==> src/design/fwpb_pkg.sv <==
`default_nettype none
package fwpb_pkg;

  localparam int MaxPointsLog2Def = 10;
  localparam int TwiddleBitsDef   = 18;
  localparam int SampleBits       = 16;
  localparam int PointIdxW        = 10;
  localparam int CfgDataW         = 10;
  localparam int CfgIdxW          = 2;

  localparam logic [1:0] MODE_WRITE = 2'd0;
  localparam logic [1:0] MODE_FFT   = 2'd1;
  localparam logic [1:0] MODE_READ  = 2'd2;

  localparam logic [CfgIdxW-1:0] CFG_SIZE_LOG2 = 2'd0;
  localparam logic [CfgIdxW-1:0] CFG_INVERSE   = 2'd1;
  localparam logic [CfgIdxW-1:0] CFG_PEAK_LAST = 2'd2;

  localparam logic [3:0]          SizeLog2Rst = 4'd10;
  localparam logic [PointIdxW-1:0] PeakLastRst = 10'd512;

  localparam logic KIND_PEAK = 1'b0;
  localparam logic KIND_READ = 1'b1;

  localparam logic [2:0] WR_SAMPLE = 3'd0;
  localparam logic [2:0] WR_RDA    = 3'd1;
  localparam logic [2:0] WR_RDB    = 3'd2;
  localparam logic [2:0] WR_DIFF   = 3'd3;
  localparam logic [2:0] WR_SUM    = 3'd4;

  typedef struct packed {
    logic [1:0]                  mode;
    logic [PointIdxW-1:0]        point_index;
    logic signed [SampleBits-1:0] sample_real;
    logic signed [SampleBits-1:0] sample_imag;
  } in_item_t;

  typedef struct packed {
    logic                 result_kind;
    logic signed [31:0]   bin_real;
    logic signed [31:0]   bin_imag;
    logic [PointIdxW-1:0] peak_bin;
  } out_item_t;

  typedef struct packed {
    logic       rd_en;
    logic       wr_en;
    logic [2:0] wr_sel;
    logic       tw_quad;
    logic       inverse;
    logic       mul_en;
    logic       sum_en;
    logic       mag_en;
    logic       cmp_en;
    logic       cmp_first;
    logic       out_load;
    logic       out_kind;
  } cmd_t;

  typedef struct packed {
    logic out_free;
  } status_t;

  localparam longint unsigned TwoPiQ40 = 64'hC90FDAA22168C234 >> 21;
  localparam longint unsigned OneQ30   = 64'd1 << 30;

  function automatic longint unsigned div_sin(input longint unsigned v, input int unsigned n);
    case (n)
      1: return v / 6;
      2: return v / 20;
      3: return v / 42;
      4: return v / 72;
      5: return v / 110;
      6: return v / 156;
      7: return v / 210;
      8: return v / 272;
      9: return v / 342;
      default: return v / 420;
    endcase
  endfunction

  function automatic longint unsigned div_cos(input longint unsigned v, input int unsigned n);
    case (n)
      1: return v / 2;
      2: return v / 12;
      3: return v / 30;
      4: return v / 56;
      5: return v / 90;
      6: return v / 132;
      7: return v / 182;
      8: return v / 240;
      9: return v / 306;
      default: return v / 380;
    endcase
  endfunction

  // quarter-wave twiddle magnitude, taylor series in q30 then rounded to q2.tf
  function automatic longint unsigned tw_calc(input int unsigned r, input int unsigned m,
                                              input int unsigned tf, input bit want_cos);
    longint unsigned x, x2, ts, tc, rr;
    longint ss, cs, v;
    x  = (TwoPiQ40 * longint'(r) + (64'd1 << (m + 9))) >> (m + 10);
    x2 = (x * x) >> 30;
    ts = x;
    tc = OneQ30;
    ss = longint'(x);
    cs = longint'(OneQ30);
    for (int unsigned n = 1; n <= 10; n++) begin
      ts = div_sin((ts * x2) >> 30, n);
      tc = div_cos((tc * x2) >> 30, n);
      if (n % 2 == 1) begin
        ss = ss - longint'(ts);
        cs = cs - longint'(tc);
      end else begin
        ss = ss + longint'(ts);
        cs = cs + longint'(tc);
      end
    end
    v = want_cos ? cs : ss;
    if (v < 0) v = 0;
    rr = (longint'(v) + (64'd1 << (29 - tf))) >> (30 - tf);
    if (rr > (64'd1 << tf)) rr = 64'd1 << tf;
    return rr;
  endfunction

endpackage
`default_nettype wire

==> src/design/fwpb_ctrl.sv <==
`default_nettype none
module fwpb_ctrl #(
  parameter int MAX_POINTS_LOG2 = fwpb_pkg::MaxPointsLog2Def
) (
  input  wire logic                           clk_i,
  input  wire logic                           rst_ni,
  input  wire logic                           in_valid_i,
  output logic                                in_ready_o,
  input  wire logic [1:0]                     in_mode_i,
  input  wire logic [fwpb_pkg::PointIdxW-1:0] in_index_i,
  input  wire logic                           cfg_valid_i,
  output logic                                cfg_ready_o,
  input  wire logic [fwpb_pkg::CfgIdxW-1:0]   cfg_index_i,
  input  wire logic [fwpb_pkg::CfgDataW-1:0]  cfg_data_i,
  output fwpb_pkg::cmd_t                      cmd_o,
  input  fwpb_pkg::status_t                   status_i,
  output logic [MAX_POINTS_LOG2-1:0]          rd_a_o,
  output logic [MAX_POINTS_LOG2-1:0]          rd_b_o,
  output logic [MAX_POINTS_LOG2-1:0]          wr_addr_o,
  output logic [((MAX_POINTS_LOG2 > 2) ? MAX_POINTS_LOG2 - 2 : 1)-1:0] tw_addr_o,
  output logic [MAX_POINTS_LOG2-1:0]          bin_o
);

  localparam int AW      = MAX_POINTS_LOG2;
  localparam int BW      = AW - 1;
  localparam int RW      = (AW > 2) ? AW - 2 : 1;
  localparam int Quarter = 1 << (AW - 2);
  localparam int LW      = (AW > 10) ? AW : 10;

  localparam logic [3:0] ST_IDLE   = 4'd0;
  localparam logic [3:0] ST_RD_OUT = 4'd1;
  localparam logic [3:0] ST_BR_CHK = 4'd2;
  localparam logic [3:0] ST_BR_W1  = 4'd3;
  localparam logic [3:0] ST_BR_W2  = 4'd4;
  localparam logic [3:0] ST_BF_RD  = 4'd5;
  localparam logic [3:0] ST_BF_MUL = 4'd6;
  localparam logic [3:0] ST_BF_SUM = 4'd7;
  localparam logic [3:0] ST_BF_WQ  = 4'd8;
  localparam logic [3:0] ST_BF_WP  = 4'd9;
  localparam logic [3:0] ST_PK_RD  = 4'd10;
  localparam logic [3:0] ST_PK_MUL = 4'd11;
  localparam logic [3:0] ST_PK_CMP = 4'd12;
  localparam logic [3:0] ST_DONE   = 4'd13;

  logic [3:0]                      state_q, state_d;
  logic [AW-1:0]                   i_q, i_d;
  logic [BW-1:0]                   b_q, b_d;
  logic [3:0]                      s_q, s_d;
  logic [3:0]                      size_q;
  logic                            inv_q;
  logic [fwpb_pkg::CfgDataW-1:0]   last_q;
  logic [3:0]                      lg_eff;
  logic [AW-1:0]                   n_last, limit, rev_full, j_idx, p_idx, q_idx, t_idx;
  logic [BW-1:0]                   b_last, mask, k_idx;
  logic                            accept;

  assign cfg_ready_o = 1'b1;
  assign in_ready_o  = (state_q == ST_IDLE);
  assign accept      = in_valid_i && in_ready_o;

  always_ff @(posedge clk_i or negedge rst_ni) begin
    if (!rst_ni) begin
      size_q <= fwpb_pkg::SizeLog2Rst;
      inv_q  <= 1'b0;
      last_q <= fwpb_pkg::PeakLastRst;
    end else if (cfg_valid_i) begin
      case (cfg_index_i)
        fwpb_pkg::CFG_SIZE_LOG2: size_q <= cfg_data_i[3:0];
        fwpb_pkg::CFG_INVERSE:   inv_q  <= cfg_data_i[0];
        fwpb_pkg::CFG_PEAK_LAST: last_q <= cfg_data_i;
        default: ;
      endcase
    end
  end

  always_comb begin
    if (size_q == 4'd0) begin
      lg_eff = 4'd1;
    end else if (size_q > 4'(AW)) begin
      lg_eff = 4'(AW);
    end else begin
      lg_eff = size_q;
    end
    n_last = AW'((32'd1 << lg_eff) - 32'd1);
    b_last = BW'((32'd1 << (lg_eff - 4'd1)) - 32'd1);
    limit  = (LW'(last_q) > LW'(n_last)) ? n_last : AW'(last_q);
    for (int b = 0; b < AW; b++) begin
      rev_full[AW-1-b] = i_q[b];
    end
    j_idx  = rev_full >> (4'(AW) - lg_eff);
    mask   = BW'((32'd1 << (s_q - 4'd1)) - 32'd1);
    k_idx  = b_q & mask;
    p_idx  = (AW'(b_q & ~mask) << 1) | AW'(k_idx);
    q_idx  = p_idx | AW'(32'd1 << (s_q - 4'd1));
    t_idx  = AW'(k_idx) << (4'(AW) - s_q);
  end

  assign tw_addr_o = RW'(t_idx & AW'(Quarter - 1));

  always_comb begin
    state_d   = state_q;
    i_d       = i_q;
    b_d       = b_q;
    s_d       = s_q;
    cmd_o     = '0;
    cmd_o.tw_quad = t_idx[AW-2];
    cmd_o.inverse = inv_q;
    rd_a_o    = '0;
    rd_b_o    = '0;
    wr_addr_o = '0;
    bin_o     = i_q;
    case (state_q)
      ST_IDLE: begin
        if (accept) begin
          case (in_mode_i)
            fwpb_pkg::MODE_WRITE: begin
              cmd_o.wr_en  = 1'b1;
              cmd_o.wr_sel = fwpb_pkg::WR_SAMPLE;
              wr_addr_o    = AW'(in_index_i);
            end
            fwpb_pkg::MODE_READ: begin
              cmd_o.rd_en = 1'b1;
              rd_a_o      = AW'(in_index_i);
              rd_b_o      = AW'(in_index_i);
              state_d     = ST_RD_OUT;
            end
            fwpb_pkg::MODE_FFT: begin
              i_d     = '0;
              state_d = ST_BR_CHK;
            end
            default: ;
          endcase
        end
      end
      ST_RD_OUT: begin
        if (status_i.out_free) begin
          cmd_o.out_load = 1'b1;
          cmd_o.out_kind = fwpb_pkg::KIND_READ;
          state_d        = ST_IDLE;
        end
      end
      ST_BR_CHK, ST_BR_W2: begin
        if (state_q == ST_BR_CHK && j_idx > i_q) begin
          cmd_o.rd_en = 1'b1;
          rd_a_o      = i_q;
          rd_b_o      = j_idx;
          state_d     = ST_BR_W1;
        end else begin
          if (state_q == ST_BR_W2) begin
            cmd_o.wr_en  = 1'b1;
            cmd_o.wr_sel = fwpb_pkg::WR_RDA;
            wr_addr_o    = j_idx;
          end
          if (i_q == n_last) begin
            s_d     = 4'd1;
            b_d     = '0;
            state_d = ST_BF_RD;
          end else begin
            i_d     = i_q + 1'b1;
            state_d = ST_BR_CHK;
          end
        end
      end
      ST_BR_W1: begin
        cmd_o.wr_en  = 1'b1;
        cmd_o.wr_sel = fwpb_pkg::WR_RDB;
        wr_addr_o    = i_q;
        state_d      = ST_BR_W2;
      end
      ST_BF_RD: begin
        cmd_o.rd_en = 1'b1;
        rd_a_o      = p_idx;
        rd_b_o      = q_idx;
        state_d     = ST_BF_MUL;
      end
      ST_BF_MUL: begin
        cmd_o.mul_en = 1'b1;
        state_d      = ST_BF_SUM;
      end
      ST_BF_SUM: begin
        cmd_o.sum_en = 1'b1;
        state_d      = ST_BF_WQ;
      end
      ST_BF_WQ: begin
        cmd_o.wr_en  = 1'b1;
        cmd_o.wr_sel = fwpb_pkg::WR_DIFF;
        wr_addr_o    = q_idx;
        state_d      = ST_BF_WP;
      end
      ST_BF_WP: begin
        cmd_o.wr_en  = 1'b1;
        cmd_o.wr_sel = fwpb_pkg::WR_SUM;
        wr_addr_o    = p_idx;
        if (b_q == b_last) begin
          if (s_q == lg_eff) begin
            i_d     = '0;
            state_d = ST_PK_RD;
          end else begin
            s_d     = s_q + 4'd1;
            b_d     = '0;
            state_d = ST_BF_RD;
          end
        end else begin
          b_d     = b_q + 1'b1;
          state_d = ST_BF_RD;
        end
      end
      ST_PK_RD: begin
        cmd_o.rd_en = 1'b1;
        rd_a_o      = i_q;
        rd_b_o      = i_q;
        state_d     = ST_PK_MUL;
      end
      ST_PK_MUL: begin
        cmd_o.mag_en = 1'b1;
        state_d      = ST_PK_CMP;
      end
      ST_PK_CMP: begin
        cmd_o.cmp_en    = 1'b1;
        cmd_o.cmp_first = (i_q == '0);
        if (i_q == limit) begin
          state_d = ST_DONE;
        end else begin
          i_d     = i_q + 1'b1;
          state_d = ST_PK_RD;
        end
      end
      ST_DONE: begin
        if (status_i.out_free) begin
          cmd_o.out_load = 1'b1;
          cmd_o.out_kind = fwpb_pkg::KIND_PEAK;
          state_d        = ST_IDLE;
        end
      end
      default: state_d = ST_IDLE;
    endcase
  end

  always_ff @(posedge clk_i or negedge rst_ni) begin
    if (!rst_ni) begin
      state_q <= ST_IDLE;
      i_q     <= '0;
      b_q     <= '0;
      s_q     <= 4'd1;
    end else begin
      state_q <= state_d;
      i_q     <= i_d;
      b_q     <= b_d;
      s_q     <= s_d;
    end
  end

endmodule
`default_nettype wire

==> config.mk <==
export PLATFORM = sky130hd
export DESIGN_NAME = fwpb_ctrl
export DESIGN_NICKNAME = d
export VERILOG_FILES = /design/src/design/fwpb_pkg.sv /design/src/design/fwpb_ctrl.sv
export SDC_FILE = /design/constraint.sdc
export NUM_CORES = 1
export LEC_CHECK = 0
export BUFFER_PORTS_ARGS = -buffer_cell sky130_fd_sc_hd__buf_2
export CORE_MARGIN = 3
export CORE_UTILIZATION = 53
export DETAILED_ROUTE_END_ITERATION = 8
export PLACE_DENSITY = 0.79
export SYNTH_ARGS = -nofsm -noshare
export SYNTH_HDL_FRONTEND = slang
export SYNTH_SLANG_ARGS = --single-unit
==> constraint.sdc <==
create_clock -name clk_i -period 5.4 [get_ports clk_i]
set_input_delay 1.08 -clock clk_i [delete_from_list [all_inputs] [get_ports clk_i]]
set_output_delay 1.08 -clock clk_i [all_outputs]
set_load 0.005 [all_outputs]
==> Word-level counts from Yosys, hierarchy flattened <==
Cells that the tools add are included.
W data, S select, Z words.
{ "op_classes": {"add_sub_neg": 10, "magnitude_cmp": 3, "n_eq_ne": 33, "shifts": 5, "n_mux": 56, "bitwise_logic": 5, "n_reduce_logical": 19} }
{ "op_table": {"columns": ["op", "count"], "rows": [
  ["$mux W10", 16],
  ["$pmux W10 S4", 3],
  ["$mux W4", 14],
  ["$pmux W10 S5", 1],
  ["$pmux W4 S12", 1],
  ["$mux W9", 4],
  ["$eq A4 B4 Y1 const B", 6],
  ["$eq A10 B10 Y1", 2],
  ["$gt A10 B10 Y1", 2],
  ["$pmux W4 S5", 1],
  ["$shl A1 B4 Y10 const A", 2],
  ["$and A9 B9 Y9", 2],
  ["$pmux W9 S2", 1],
  ["$sub A9 B1 Y9 const B", 2],
  ["$eq A4 B3 Y1 const B", 4],
  ["$pmux W4 S2", 2],
  ["$ne A2 B2 Y1 const B", 7],
  ["$add A10 B1 Y10 const B", 1],
  ["$logic_not A10 Y1", 1],
  ["$or A10 B10 Y10", 1],
  ["$or A10 B9 Y10", 1],
  ["$shr A10 B4 Y10", 1],
  ["$sub A10 B1 Y10 const B", 1],
  ["$add A9 B1 Y9 const B", 1],
  ["33 further kinds", 54]
]} }
{ "totals": {"register_bits": 42, "in_bits": 29, "output_inout_bits": 64, "word_cells": 138} }

==> Longest topological paths before layout <==
Gate-level depths: netlist (run 1).
{ "logic_depth": {"ltp_word": 10, "depth_mapped": 27, "ltp_nobuf": 19} }

==> Worst setup path before layout (run 1) <==
Ideal clock, no wire load.
{ "synth_timing": {"kind": "reg-to-output", "from": "reg size_q[3]", "to": "out cmd_o[13] (netlist bit)", "arrival_ps": 4612, "path_slack_ps": -292, "stages_incl_launch_ff": 21, "path_buffers": 6, "cell_sequence": "dfstp_2 -> buf_2 -> buf_2 -> o21ai_0 -> a21o_1 -> ha_1 -> clkbuf_1 -> clkbuf_1 -> mux2i_1 -> nor2_1 -> a211oi_1 -> ha_1 -> a21o_1 -> a21o_1 -> a21oi_1 -> o211ai_1 -> and4_1 -> clkbuf_1 -> or2_2 -> clkbuf_1 -> or3_1"} }
{ "synth_rtl": {"columns": ["element", "line", "text"], "rows": [
  ["start, declared", "fwpb_ctrl.sv:49", "logic [3:0] size_q;"],
  ["start signal, assigned", "fwpb_ctrl.sv:63", "size_q <= fwpb_pkg::SizeLog2Rst;"],
  ["start signal, assigned", "fwpb_ctrl.sv:68", "fwpb_pkg::CFG_SIZE_LOG2: size_q <= cfg_data_i[3:0];"],
  ["end, declared", "fwpb_ctrl.sv:15", "output fwpb_pkg::cmd_t cmd_o,"]
]} }

==> Worst setup path in the final report (run 1) <==
{ "layout_timing": {"from": "reg size_q[1]", "to": "out rd_b_o[6]"} }
{ "layout_via": {"elab_chain_len": 9, "elab_cells_between_ends": 10, "classes_between": "1 x add/sub; 2 x order compare; 1 x shift; 4 x mux; 2 x reduce/logical"} }
{ "layout_lines": {"columns": ["element", "line", "text"], "rows": [
  ["$gt A4 B4 Y1", "fwpb_ctrl.sv:79", "end else if (size_q > 4'(AW)) begin"],
  ["$mux W4", "fwpb_ctrl.sv:79", null],
  ["$mux W4 *", "fwpb_ctrl.sv:77", "if (size_q == 4'd0) begin"],
  ["$sub A4 B4 Y4 *", "fwpb_ctrl.sv:90", "j_idx = rev_full >> (4'(AW) - lg_eff);"],
  ["$shr A10 B4 Y10 *", "fwpb_ctrl.sv:90", null],
  ["$gt A10 B10 Y1", "fwpb_ctrl.sv:143", "if (state_q == ST_BR_CHK && j_idx > i_q) begin"],
  ["$logic_and A1 B1 Y1", "fwpb_ctrl.sv:143", null],
  ["$mux W10 *", "fwpb_ctrl.sv:143", null],
  ["$pmux W10 S4 *", "fwpb_ctrl.sv:112", "case (state_q)"],
  ["end, declared", "fwpb_ctrl.sv:18", "output logic [MAX_POINTS_LOG2-1:0] rd_b_o,"]
]} }
Every way passes the cells marked *; elsewhere a longest branch is shown, timed or not.

==> results of run 1 <==
## flip-flops by register name (all words and copies together), names as in the netlist
| signal | flops |
|---|---|
| inv_q | 1 |
| last_q | 10 |
| b_q | 9 |
| state_q | 4 |
| size_q | 4 |
| s_q | 4 |
| bin_o | 10 |
## report_power, final
group          total (mW)  leakage [nW]  internal [mW]  switching [mW]
Combinational        2.04          2.40          0.811            1.23
Clock               0.317        0.0745          0.186           0.131
Sequential          0.486         0.538          0.374           0.112
Total                2.85          3.01           1.37            1.47
## per-layer routing
| metal | vias up | track usage, % | wire (µm) |
|---|---|---|---|
| met5 | - | 0 | 0 |
| li1 | 3132 | - | - |
| met2 | 398 | 47.87 | 9194 |
| met1 | 3167 | 42.07 | 8228 |
| met3 | 74 | 4.118 | 1848 |
| met4 | 0 | 10.98 | 691 |
## placed cells by master, fill, tap and decap left out, types with 9 or more instances in the layout
master and instances:
or3_1 20, xnor2_1 19, nor3_1 16, nand2b_1 13
o211ai_1 12, inv_1 33, ha_1 36, mux2_2 19
o21ai_0 57, nor2_1 64, nand4_1 11, nand3_1 15
buf_4 34, xor2_1 21, o21a_1 9, dfrtp_1 38
nand2_1 77, buf_2 91, a222oi_1 17, a21oi_1 61
mux2i_1 16
## worst max-delay path by stage
stage / startpoint / end / slack [ns] / cells after the start
2_1_floorplan: size_q[3] / cmd_o[13] / 0.02 / 20
3_3_place_gp: size_q[1] / rd_b_o[4] / 0.38 / 16
3_5_place_dp: size_q[1] / rd_b_o[4] / 0.28 / 16
4_1_cts: size_q[1] / rd_b_o[4] / 0.03 / 16
5_1_grt: size_q[1] / rd_b_o[5] / -0.12 / 17
6_report: size_q[1] / rd_b_o[6] / 0.05 / 17
## logic make-up (layout without fill, tap and decap cells)
| logic type | count (synthesis) | count (layout) |
|---|---|---|
| adders and majority gates | 37 | 37 |
| buffers and inverters | 105 | 171 |
| other | 1 | 1 |
| and+or+nand+nor | 286 | 286 |
| xor gates and xnor gates | 42 | 42 |
| AOI/OAI and AO/OA | 260 | 260 |
| DFF | 42 | 42 |
| muxes | 37 | 37 |
## cell type report
type	count	area, µm²	share of cell area [%]
multi-input cells	663	4606	67.23
clock buffers	7	142.6	2.082
clock inverters	1	8.758	0.1279
inverters	36	135.1	1.973
flip-flops and latches	42	1056	15.42
well taps	140	175.2	2.557
repair buffers	127	726.9	10.61
## worst max-delay path, stage by stage (launching register included)
cell      delay [ns]
dfstp_2         0.58
o21ai_0         0.12
a21o_2          0.30
ha_1            0.29
xnor2_1         0.17
buf_4           0.19
a211oi_1        0.29
a21oi_1         0.09
o21ai_2         0.20
ha_1            0.28
a21o_1          0.17
a21oi_1         0.13
o211ai_1        0.10
and4_1          0.22
buf_4           0.21
a222oi_1        0.27
o21ai_0         0.17
buf_2           0.17
## metrics by stage
stage | TNS (ns) | utilization [%] | setup slack, ns
CTS | 0 | 61.18 | 0.03130
detailed placement | 0 | 59.79 | 0.2833
global placement | 0 | 59.79 | 0.3769
floorplan | 0 | - | 0.01662
global route | -0.7822 | 62.10 | -0.1189
finish | 0 | 62.10 | 0.04930
## timing repair
action,4_1_cts,5_1_grt
endpoints found under the hold margin,0,0
gates resized for setup,2,14
pin swaps,0,2
endpoints found under the setup margin,9,27
gates cloned,0,0
hold buffers,0,0
buffers inserted,0,6
==> summary.md, run 1 <==
| Metric | Value |
|---|---|
| Synth Warn # | 0 |
| WL/cell | 19.65 µm |
| Hold path start | inv_q |
| Min-Delay Path Depth | 1 |
| Area of the die | 12810 µm² |
| Skew-Pair Late Insertion Delay | 0.29 ns |
| N_diodes | 0 |
| Synth-to-Final Area Change | 12.49% |
| Hold worst-path end | inv_q |
| Seq cells post-synth | 42 |
| Dominant cell by count in the synthesized netlist | nand2_1 |
| DP Wirelength | 14.95 mm |
| DR pass1 iterations | 8 |
| Worst R2R End | bin_o[8] |
| Hold Worst Slack | 0.5092 ns |
| Netlist cell types | 87 |
| Peak supply drop | 0.2606 mV |
| Via count of the first global-routing pass | 6127 |
| Leakage | 3.009 nW |
| DRC violations left | 0 |
| Crit Path Max Fanout | 19 |
| Core footprint | 11030 µm² |
| Final std cells w/o fill | 1016 |
| Num CTS Buffers | 5 |
| Main combinational cell family by area after synthesis | compound AO/OA/AOI/OAI gates |
| Layout cells sized above 1 | 22.83% |
| Post-synthesis adder-cell area fraction | 7.602% |
| Vias/cell | 6.664 |
| Reg-to-Reg Start | size_q[2] |
| Crit path launch type | register |
| Global-route wire length before repair | 31.69 mm |
| Die Wd | 113.2 µm |
| Routed WL | 19.96 mm |
| Post-synth top area cell | dfrtp_1 |
| Via count | 6771 |
| Post-synth ARST share | 100.0% |
| Mean Syn Cell Area | 7.518 µm² |
| FP Rows | 38 |
| Final Critical Period | 5.351 ns |
| Worst setup path class | register to output port |
| Worst-path clk slew | 0.06 ns |
| Fin area | 6850 µm² |
| Worst Max-Slew Pin Slew | 0.9647 ns |
| I/O Pins | 93 |
| Status | finished, final reports clean |
| Sequential cell area fraction in the yosys report | 17.34% |
| Syn_nets | 876 |
| GRT Util Overall | 30.20% |
| Sink Count | 42 |
| FILL cells | 1004 |
| Syn Std Cell Area | 6090 µm² |
| Mux cell area share after synthesis | 6.883% |
| Syn Inst Count | 810 |
| Placed cells | 1002 |
| Share of the synthesized area in the top cell type | 15.62% |
| Root buffer cell | clkbuf_16 |
| Initial Util | 55.21% |
| Largest net degree at the start of global routing | 43 |
| Nets | 941 |
| Post-synthesis xor/xnor area fraction | 6.164% |
| Gp weighted congestion | 1.029 |
| Longest Clk Path Bufs | 2 |
| Hold Path Class | register to register |
| Final Power | 2.846 mW |
| Simple-Gate Fraction of Synth Area | 24.39% |
| DP Area | 6595 µm² |
| TritonCTS clock tree | built |
| Critical path arrival | 4.27 ns |
| Final Setup Violations | 0 |
| R2R Setup Slk | 0.28 ns |
| Max Slew Vio Count | 0 |
| Synth Area in Compound Gates | 29.50% |
| Synth top area cells | dfrtp_1, ha_1, a21oi_1 |
| Top_reg_cell synth | dfrtp_1 |
| ANT nets after route | 0 |
| Period utilization | 99.09% |
| Initial antenna violation count | 0 |
| Worst Skew | 0.002742 ns |
| CP required | 4.32 ns |
| PwrDens | 415.4 nW/µm² |
| IO buf count | 91 |
| Relative slew slack | 35.69% |
| H-tree levels | 2 |
| FMAX | 186.9 MHz |
| R2R cell count | 19 |
| CP endpoint kind | output port |
| Max_cap viols | 0 |
| Count of final hold-check violations | 0 |
| Grt total ovfl | 0 |
| Number of synthesized flops with an enable pin | 0 |
| 1st-iter DRT viols | 889 |
| Die Height | 113.2 µm |
| Most instantiated cells after synthesis | nand2_1, a21oi_1, nor2_1 |
Note: power is estimated with default switching activity, not from simulation.
==> run 2: changes to the inputs <==
- BUFFER_PORTS_ARGS: -buffer_cell sky130_fd_sc_hd__buf_2 -> not set
- DONT_BUFFER_PORTS: not set -> 1
- PLACE_DENSITY: 0.79 -> 0.72
==> summary.md, run 2 (same netlist as run 1, synthesis figures left out) <==
| Metric | Value |
|---|---|
| Combinational share of power | 70.4% (-1.4 points) |
| Clock share of power | 11.2% (about the same) |
| Net switching power | 1.434 mW (-2.7%) |
| Via count of the first global-routing pass | 6127 (unchanged) |
| Critical path arrival | 4.24 ns (-0.03 ns) |
| Count of final hold-check violations | 0 (unchanged) |
| Max_cap viols | 0 (unchanged) |
| FILL cells | 1035 (+3.1%) |
| WL/cell | 21.54 µm (+9.6%) |
| Routed WL | 19.77 mm (-0.95%) |
| N_diodes | 0 (unchanged) |
| Die Wd | 113.2 µm (unchanged) |
| Nets | 843 (-10%) |
| Final Critical Period | 5.324 ns (-0.02712 ns) |
| Period utilization | 98.58% (-0.50 points) |
| Worst Max-Slew Pin Slew | 0.8469 ns (-0.1177 ns) |
| Via count | 6364 (-6.0%) |
| Most common cell after layout, fill and taps aside | nand2_1 |
| DP Wirelength | 14.86 mm (-0.59%) |
| GR Layer Usage met1 | 38.13% (-3.9 points) |
| ANT nets after route | 0 (unchanged) |
| Switching share of power | 52.65% (+0.82 points) |
| Final Power | 2.724 mW (-4.3%) |
| Max Slew Vio Count | 0 (unchanged) |
| Final Setup Violations | 0 (unchanged) |
| Worst Skew | 0.003686 ns (+0.0009438 ns) |
| Grt total ovfl | 0 (unchanged) |
| DRC violations left | 0 (unchanged) |
| GRT Util Overall | 30.24% (+0.043 points) |
| Relative slew slack | 43.33% (+7.6 points) |
| Synth-to-Final Area Change | 4.150% |
| PwrDens | 429.6 nW/µm² (+3.4%) |
| Cts hold-fix bufs | 0 (unchanged) |
| GR Util met2 | 50.28% (+2.4 points) |
| Worst setup path class | register to output port |
| I/O Pins | 93 (unchanged) |
| Die Height | 113.2 µm (unchanged) |
| Skew-Pair Late Insertion Delay | 0.29 ns (about the same) |
| H-tree levels | 2 (unchanged) |
| TritonCTS clock tree | built |
| Status | finished, final reports clean |
| Internal power | 1.290 mW (-5.9%) |
| CP required | 4.32 ns (about the same) |
| Leakage | 2.520 nW (-16%) |
| Area of the die | 12810 µm² (unchanged) |
| Gp weighted congestion | 1.016 (-1.2%) |
| Hold Path Class | input port to async pin |
| FMAX | 187.8 MHz (+0.51%) |
| Crit Path Max Fanout | 8 (-11) |
| Num CTS Buffers | 5 (unchanged) |
| Vias/cell | 6.932 (+4.0%) |
| Commonest cells after routing, fill and taps aside | nand2_1, nor2_1, a21oi_1 |
| Longest Clk Path Bufs | 2 (unchanged) |
| Core footprint | 11030 µm² (unchanged) |
| IO buf count | 0 (-100%) |
| 1st-iter DRT viols | 1131 (+27%) |
| Layout Utilization | 57.50% (-4.6 points) |
| Reg power frac | 18.4% (+1.3 points) |
| Root buffer cell | clkbuf_16 |
| Largest net degree at the start of global routing | 43 (unchanged) |
| Layer with the highest usage | met2 |
| CP endpoint kind | output port |
| Peak supply drop | 0.2583 mV (-0.90%) |
| FP Rows | 38 (unchanged) |
| Layout cells sized above 1 | 13.24% (-9.6 points) |
| Initial antenna violation count | 0 (unchanged) |
| Worst-path clk slew | 0.06 ns (about the same) |
| Sink Count | 42 (unchanged) |
| GR Util met3 | 6.310% (+2.2 points) |
| Initial Util | 55.21% (unchanged) |
| Crit path launch type | register |
| DR pass1 iterations | 6 (-2) |
| Global-route wire length before repair | 31.72 mm (about the same) |
[run 2: per-layer routing]
layer	wire [µm]	vias to the layer above	share of wire, %
met1	7897	3008	40
met2	9477	347	48
met3	1657	83	8.4
met4	741	0	3.7
li1	-	2926	-
met5	0	-	0
[run 2: final cells by class]
cell class	instances	area (µm²)	share of cell area [%]
Clock inverter	2	13.76	0.2170
Clock buffer	6	128.9	2.032
Tap cell	140	175.2	2.762
Inverter	36	138.9	2.190
Timing Repair Buffer	29	225.2	3.551
Multi-Input combinational cell	663	4603	72.58
Sequential cell	42	1057	16.67
[run 2: final timing paths]
check | slack [ns] | endpoint | cells past startpoint | startpoint
worst min register to register | 0.56 | last_q[0] | 1 | last_q[0]
min in group clk_i | 0.56 | last_q[0] | 1 | last_q[0]
worst min-delay path | 0.48 | b_q[7] | 0 | rst_ni
worst max register to register | 0.32 | bin_o[5] | 20 | size_q[2]
worst max-delay path | 0.08 | rd_a_o[7] | 17 | size_q[3]
max in group asynchronous | 4.74 | last_q[9] | 0 | rst_ni
[run 2: critical path, stage by stage, from the launching register on]
cell and delay, ns:
dfstp_2 0.59, o21ai_0 0.11, a21o_1 0.21, buf_6 0.14
ha_1 0.25, xnor2_1 0.27, buf_4 0.22, nand2_1 0.07
a21oi_1 0.36, ha_1 0.32, nand4_1 0.09, nor2_1 0.06
a21oi_1 0.12, o211ai_1 0.10, and4_1 0.24, or2_2 0.37
a22oi_1 0.20, o21ai_0 0.22
[run 2: stage by stage]
stage / cell area [µm²] / worst slack, ns / hold slack (ns) / setup TNS [ns] / instances
2_1_floorplan: 6101 / 0.01662 / 0.4806 / 0 / 810
4_1_cts: 6240 / 0.01018 / 0.4769 / 0 / 913
3_5_place_dp: 6095 / 0.2597 / 0.5524 / 0 / 905
6_report: 6342 / 0.07642 / 0.4778 / 0 / 918
3_3_place_gp: 6095 / 0.4232 / 0.5270 / 0 / 905
5_1_grt: 6342 / -0.02462 / 0.4712 / -0.05697 / 918
[run 2: what timing repair did]
| item | CTS | global route |
|---|---|---|
| endpoints found under the hold margin | 0 | 0 |
| gates resized for setup | 1 | 18 |
| endpoints found under the setup margin | 8 | 36 |
| buffers inserted | 0 | 5 |
| pin swaps | 0 | 6 |
[run 2: power by group through the flow]
stage          combinational [mW]  clock (mW)  sequential (mW)
3_3_place_gp                 1.76           0            0.503
4_1_cts                      1.83       0.309            0.500
6_report                     1.92       0.305            0.501
5_1_grt                      2.11       0.318            0.516
2_1_floorplan                1.52           0            0.421
3_5_place_dp                 1.82           0            0.506
==> run 3: changes to the inputs <==
- RECOVER_POWER: not set -> 100
==> summary.md, run 3 (same netlist as run 1, synthesis figures left out) <==
| Metric | Value |
|---|---|
| Gp weighted congestion | 1.016 (unchanged) |
| Final Critical Period | 5.293 ns (-0.03042 ns) |
| Leakage | 2.505 nW (-0.59%) |
| Core footprint | 11030 µm² (unchanged) |
| PwrDens | 429.9 nW/µm² (about the same) |
| Via count | 6353 (-0.17%) |
| R2R Setup Slk | 0.31 ns (about the same) |
| WL/cell | 21.53 µm (about the same) |
| 1st-iter DRT viols | 1139 (+0.71%) |
| IO buf count | 0 (unchanged) |
| DRC violations left | 0 (unchanged) |
| Global-route wire length before repair | 31.72 mm (unchanged) |
| Reg-to-Reg Start | size_q[2] |
| Crit Path Max Fanout | 8 (unchanged) |
| R2R cell count | 20 (unchanged) |
| Grt total ovfl | 0 (unchanged) |
| Count of final hold-check violations | 0 (unchanged) |
| Cell breakdown of the critical path | o21ai_0 > a21o_1 > buf_6 > ha_1 > xnor2_1 > buf_4 > nand2_1 > a21oi_1 > ha_1 > nand4_1 > nor2_1 > a21oi_1 > o211ai_1 > and4_1 > or2_2 > a22oi_1 > o21ai_0 |
| DR pass1 iterations | 7 (+1) |
| Final Setup Violations | 0 (unchanged) |
| Hold Worst Slack | 0.4789 ns (+0.001072 ns) |
| Peak supply drop | 0.2598 mV (+0.61%) |
| Crit path launch type | register |
| Via count of the first global-routing pass | 6127 (unchanged) |
| Critical path arrival | 4.21 ns (-0.03 ns) |
| TritonCTS clock tree | built |
| Crit-path slowest cell | dfstp_2 |
| Initial antenna violation count | 0 (unchanged) |
| Crit path from | size_q[3] |
| Most common cell after layout, fill and taps aside | nand2_1 |
| Period utilization | 98.02% (-0.56 points) |
| Synth-to-Final Area Change | 3.801% |
| Worst setup path class | register to output port |
| Die Wd | 113.2 µm (unchanged) |
| Placed cells | 905 (unchanged) |
| Pre-CTS WS | 0.2597 ns (unchanged) |
| Root buffer cell | clkbuf_16 |
| I/O Pins | 93 (unchanged) |
| Cts hold-fix bufs | 0 (unchanged) |
| Max Slew Vio Count | 0 (unchanged) |
| Num CTS Buffers | 5 (unchanged) |
| CP endpoint kind | output port |
| Routed WL | 19.76 mm (about the same) |
| Commonest cells after routing, fill and taps aside | nand2_1, nor2_1, a21oi_1 |
| Crit path capture | rd_a_o[7] |
| Area of the die | 12810 µm² (unchanged) |
| Relative slew slack | 42.95% (-0.38 points) |
| Largest net degree at the start of global routing | 43 (unchanged) |
| Die Height | 113.2 µm (unchanged) |
| Vias/cell | 6.920 (-0.17%) |
| CP required | 4.32 ns (about the same) |
| Sink Count | 42 (unchanged) |
| Hold Path Class | input port to async pin |
| Worst path max stage delay | 0.59 ns (about the same) |
| Setup ws final | 0.1068 ns (+0.03042 ns) |
| Layout Utilization | 57.30% (-0.19 points) |
| Max_cap viols | 0 (unchanged) |
| Nets | 843 (unchanged) |
| N_diodes | 0 (unchanged) |
| Initial Util | 55.21% (unchanged) |
| GRT Util Overall | 30.24% (unchanged) |
| DP Wirelength | 14.86 mm (unchanged) |
| FMAX | 188.9 MHz (+0.57%) |
| FP Rows | 38 (unchanged) |
| ANT nets after route | 0 (unchanged) |
| Worst R2R End | bin_o[5] |
| Worst Max-Slew Pin Slew | 0.8526 ns (+0.005654 ns) |
| Final std cells w/o fill | 918 (unchanged) |
| Longest Clk Path Bufs | 2 (unchanged) |
| Layout cells sized above 1 | 12.21% (-1.0 points) |
| Status | finished, final reports clean |
| Setup TNS | 0 ns (unchanged) |
| H-tree levels | 2 (unchanged) |
| Skew-Pair Late Insertion Delay | 0.29 ns (about the same) |
| Worst Skew | 0.005628 ns (+0.001942 ns) |
| Worst-path clk slew | 0.06 ns (about the same) |
[run 3: changes by cell type in the layout (fill, tap and decap cells not counted), sizes merged]
cell / previous run / this run
clkbuf: 6 / 10
buf: 29 / 25
[run 3: power breakdown]
group | internal (mW) | switching (mW)
Clock | 0.172 | 0.133
Combinational | 0.737 | 1.17
Sequential | 0.375 | 0.127
[run 3: worst min path at each step]
stage / endpoint
after floorplan: inv_q
after global placement: inv_q
after detailed placement: last_q[0]
after CTS: size_q[2]
after global routing: bin_o[1]
final: size_q[2]
[run 3: layer usage]
metal  part of all wire (%)  track usage [%]
met3                    8.0            6.310
met5                      0                0
met2                     48            50.28
met1                     40            38.13
met4                    4.2            12.50
[run 3: area by class of cell]
class / count / area [µm²]
multi-input cells: 663 / 4597
inverters: 36 / 138.9
clock inverters: 2 / 13.76
repair buffers: 29 / 210.2
fillers: 1039 / 4710
clock buffers: 6 / 128.9
well taps: 140 / 175.2
flip-flops and latches: 42 / 1057
[run 3: metrics by stage]
stage                     cell area, µm²  power (mW)
after floorplan                     6101       1.939
after global placement              6095       2.268
after detailed placement            6095       2.328
after CTS                           6240       2.641
after global routing                6321       2.938
final                               6321       2.718
[run 3: timing repair]
item	in CTS	in global routing
pin swaps	0	6
endpoints found under the hold margin	0	0
gates resized for setup	1	18
buffers inserted	0	5
endpoints found under the setup margin	8	36
[run 3: worst max-delay path, delay by kind of cell (launching register included)]
family / cells / cell delay (ns)
and+or+nand+nor: 5 / 0.83
buffers and inverters: 2 / 0.36
xor gates and xnor gates: 1 / 0.27
AOI/OAI and AO/OA: 7 / 1.29
DFF: 1 / 0.59
adders and majority gates: 2 / 0.57
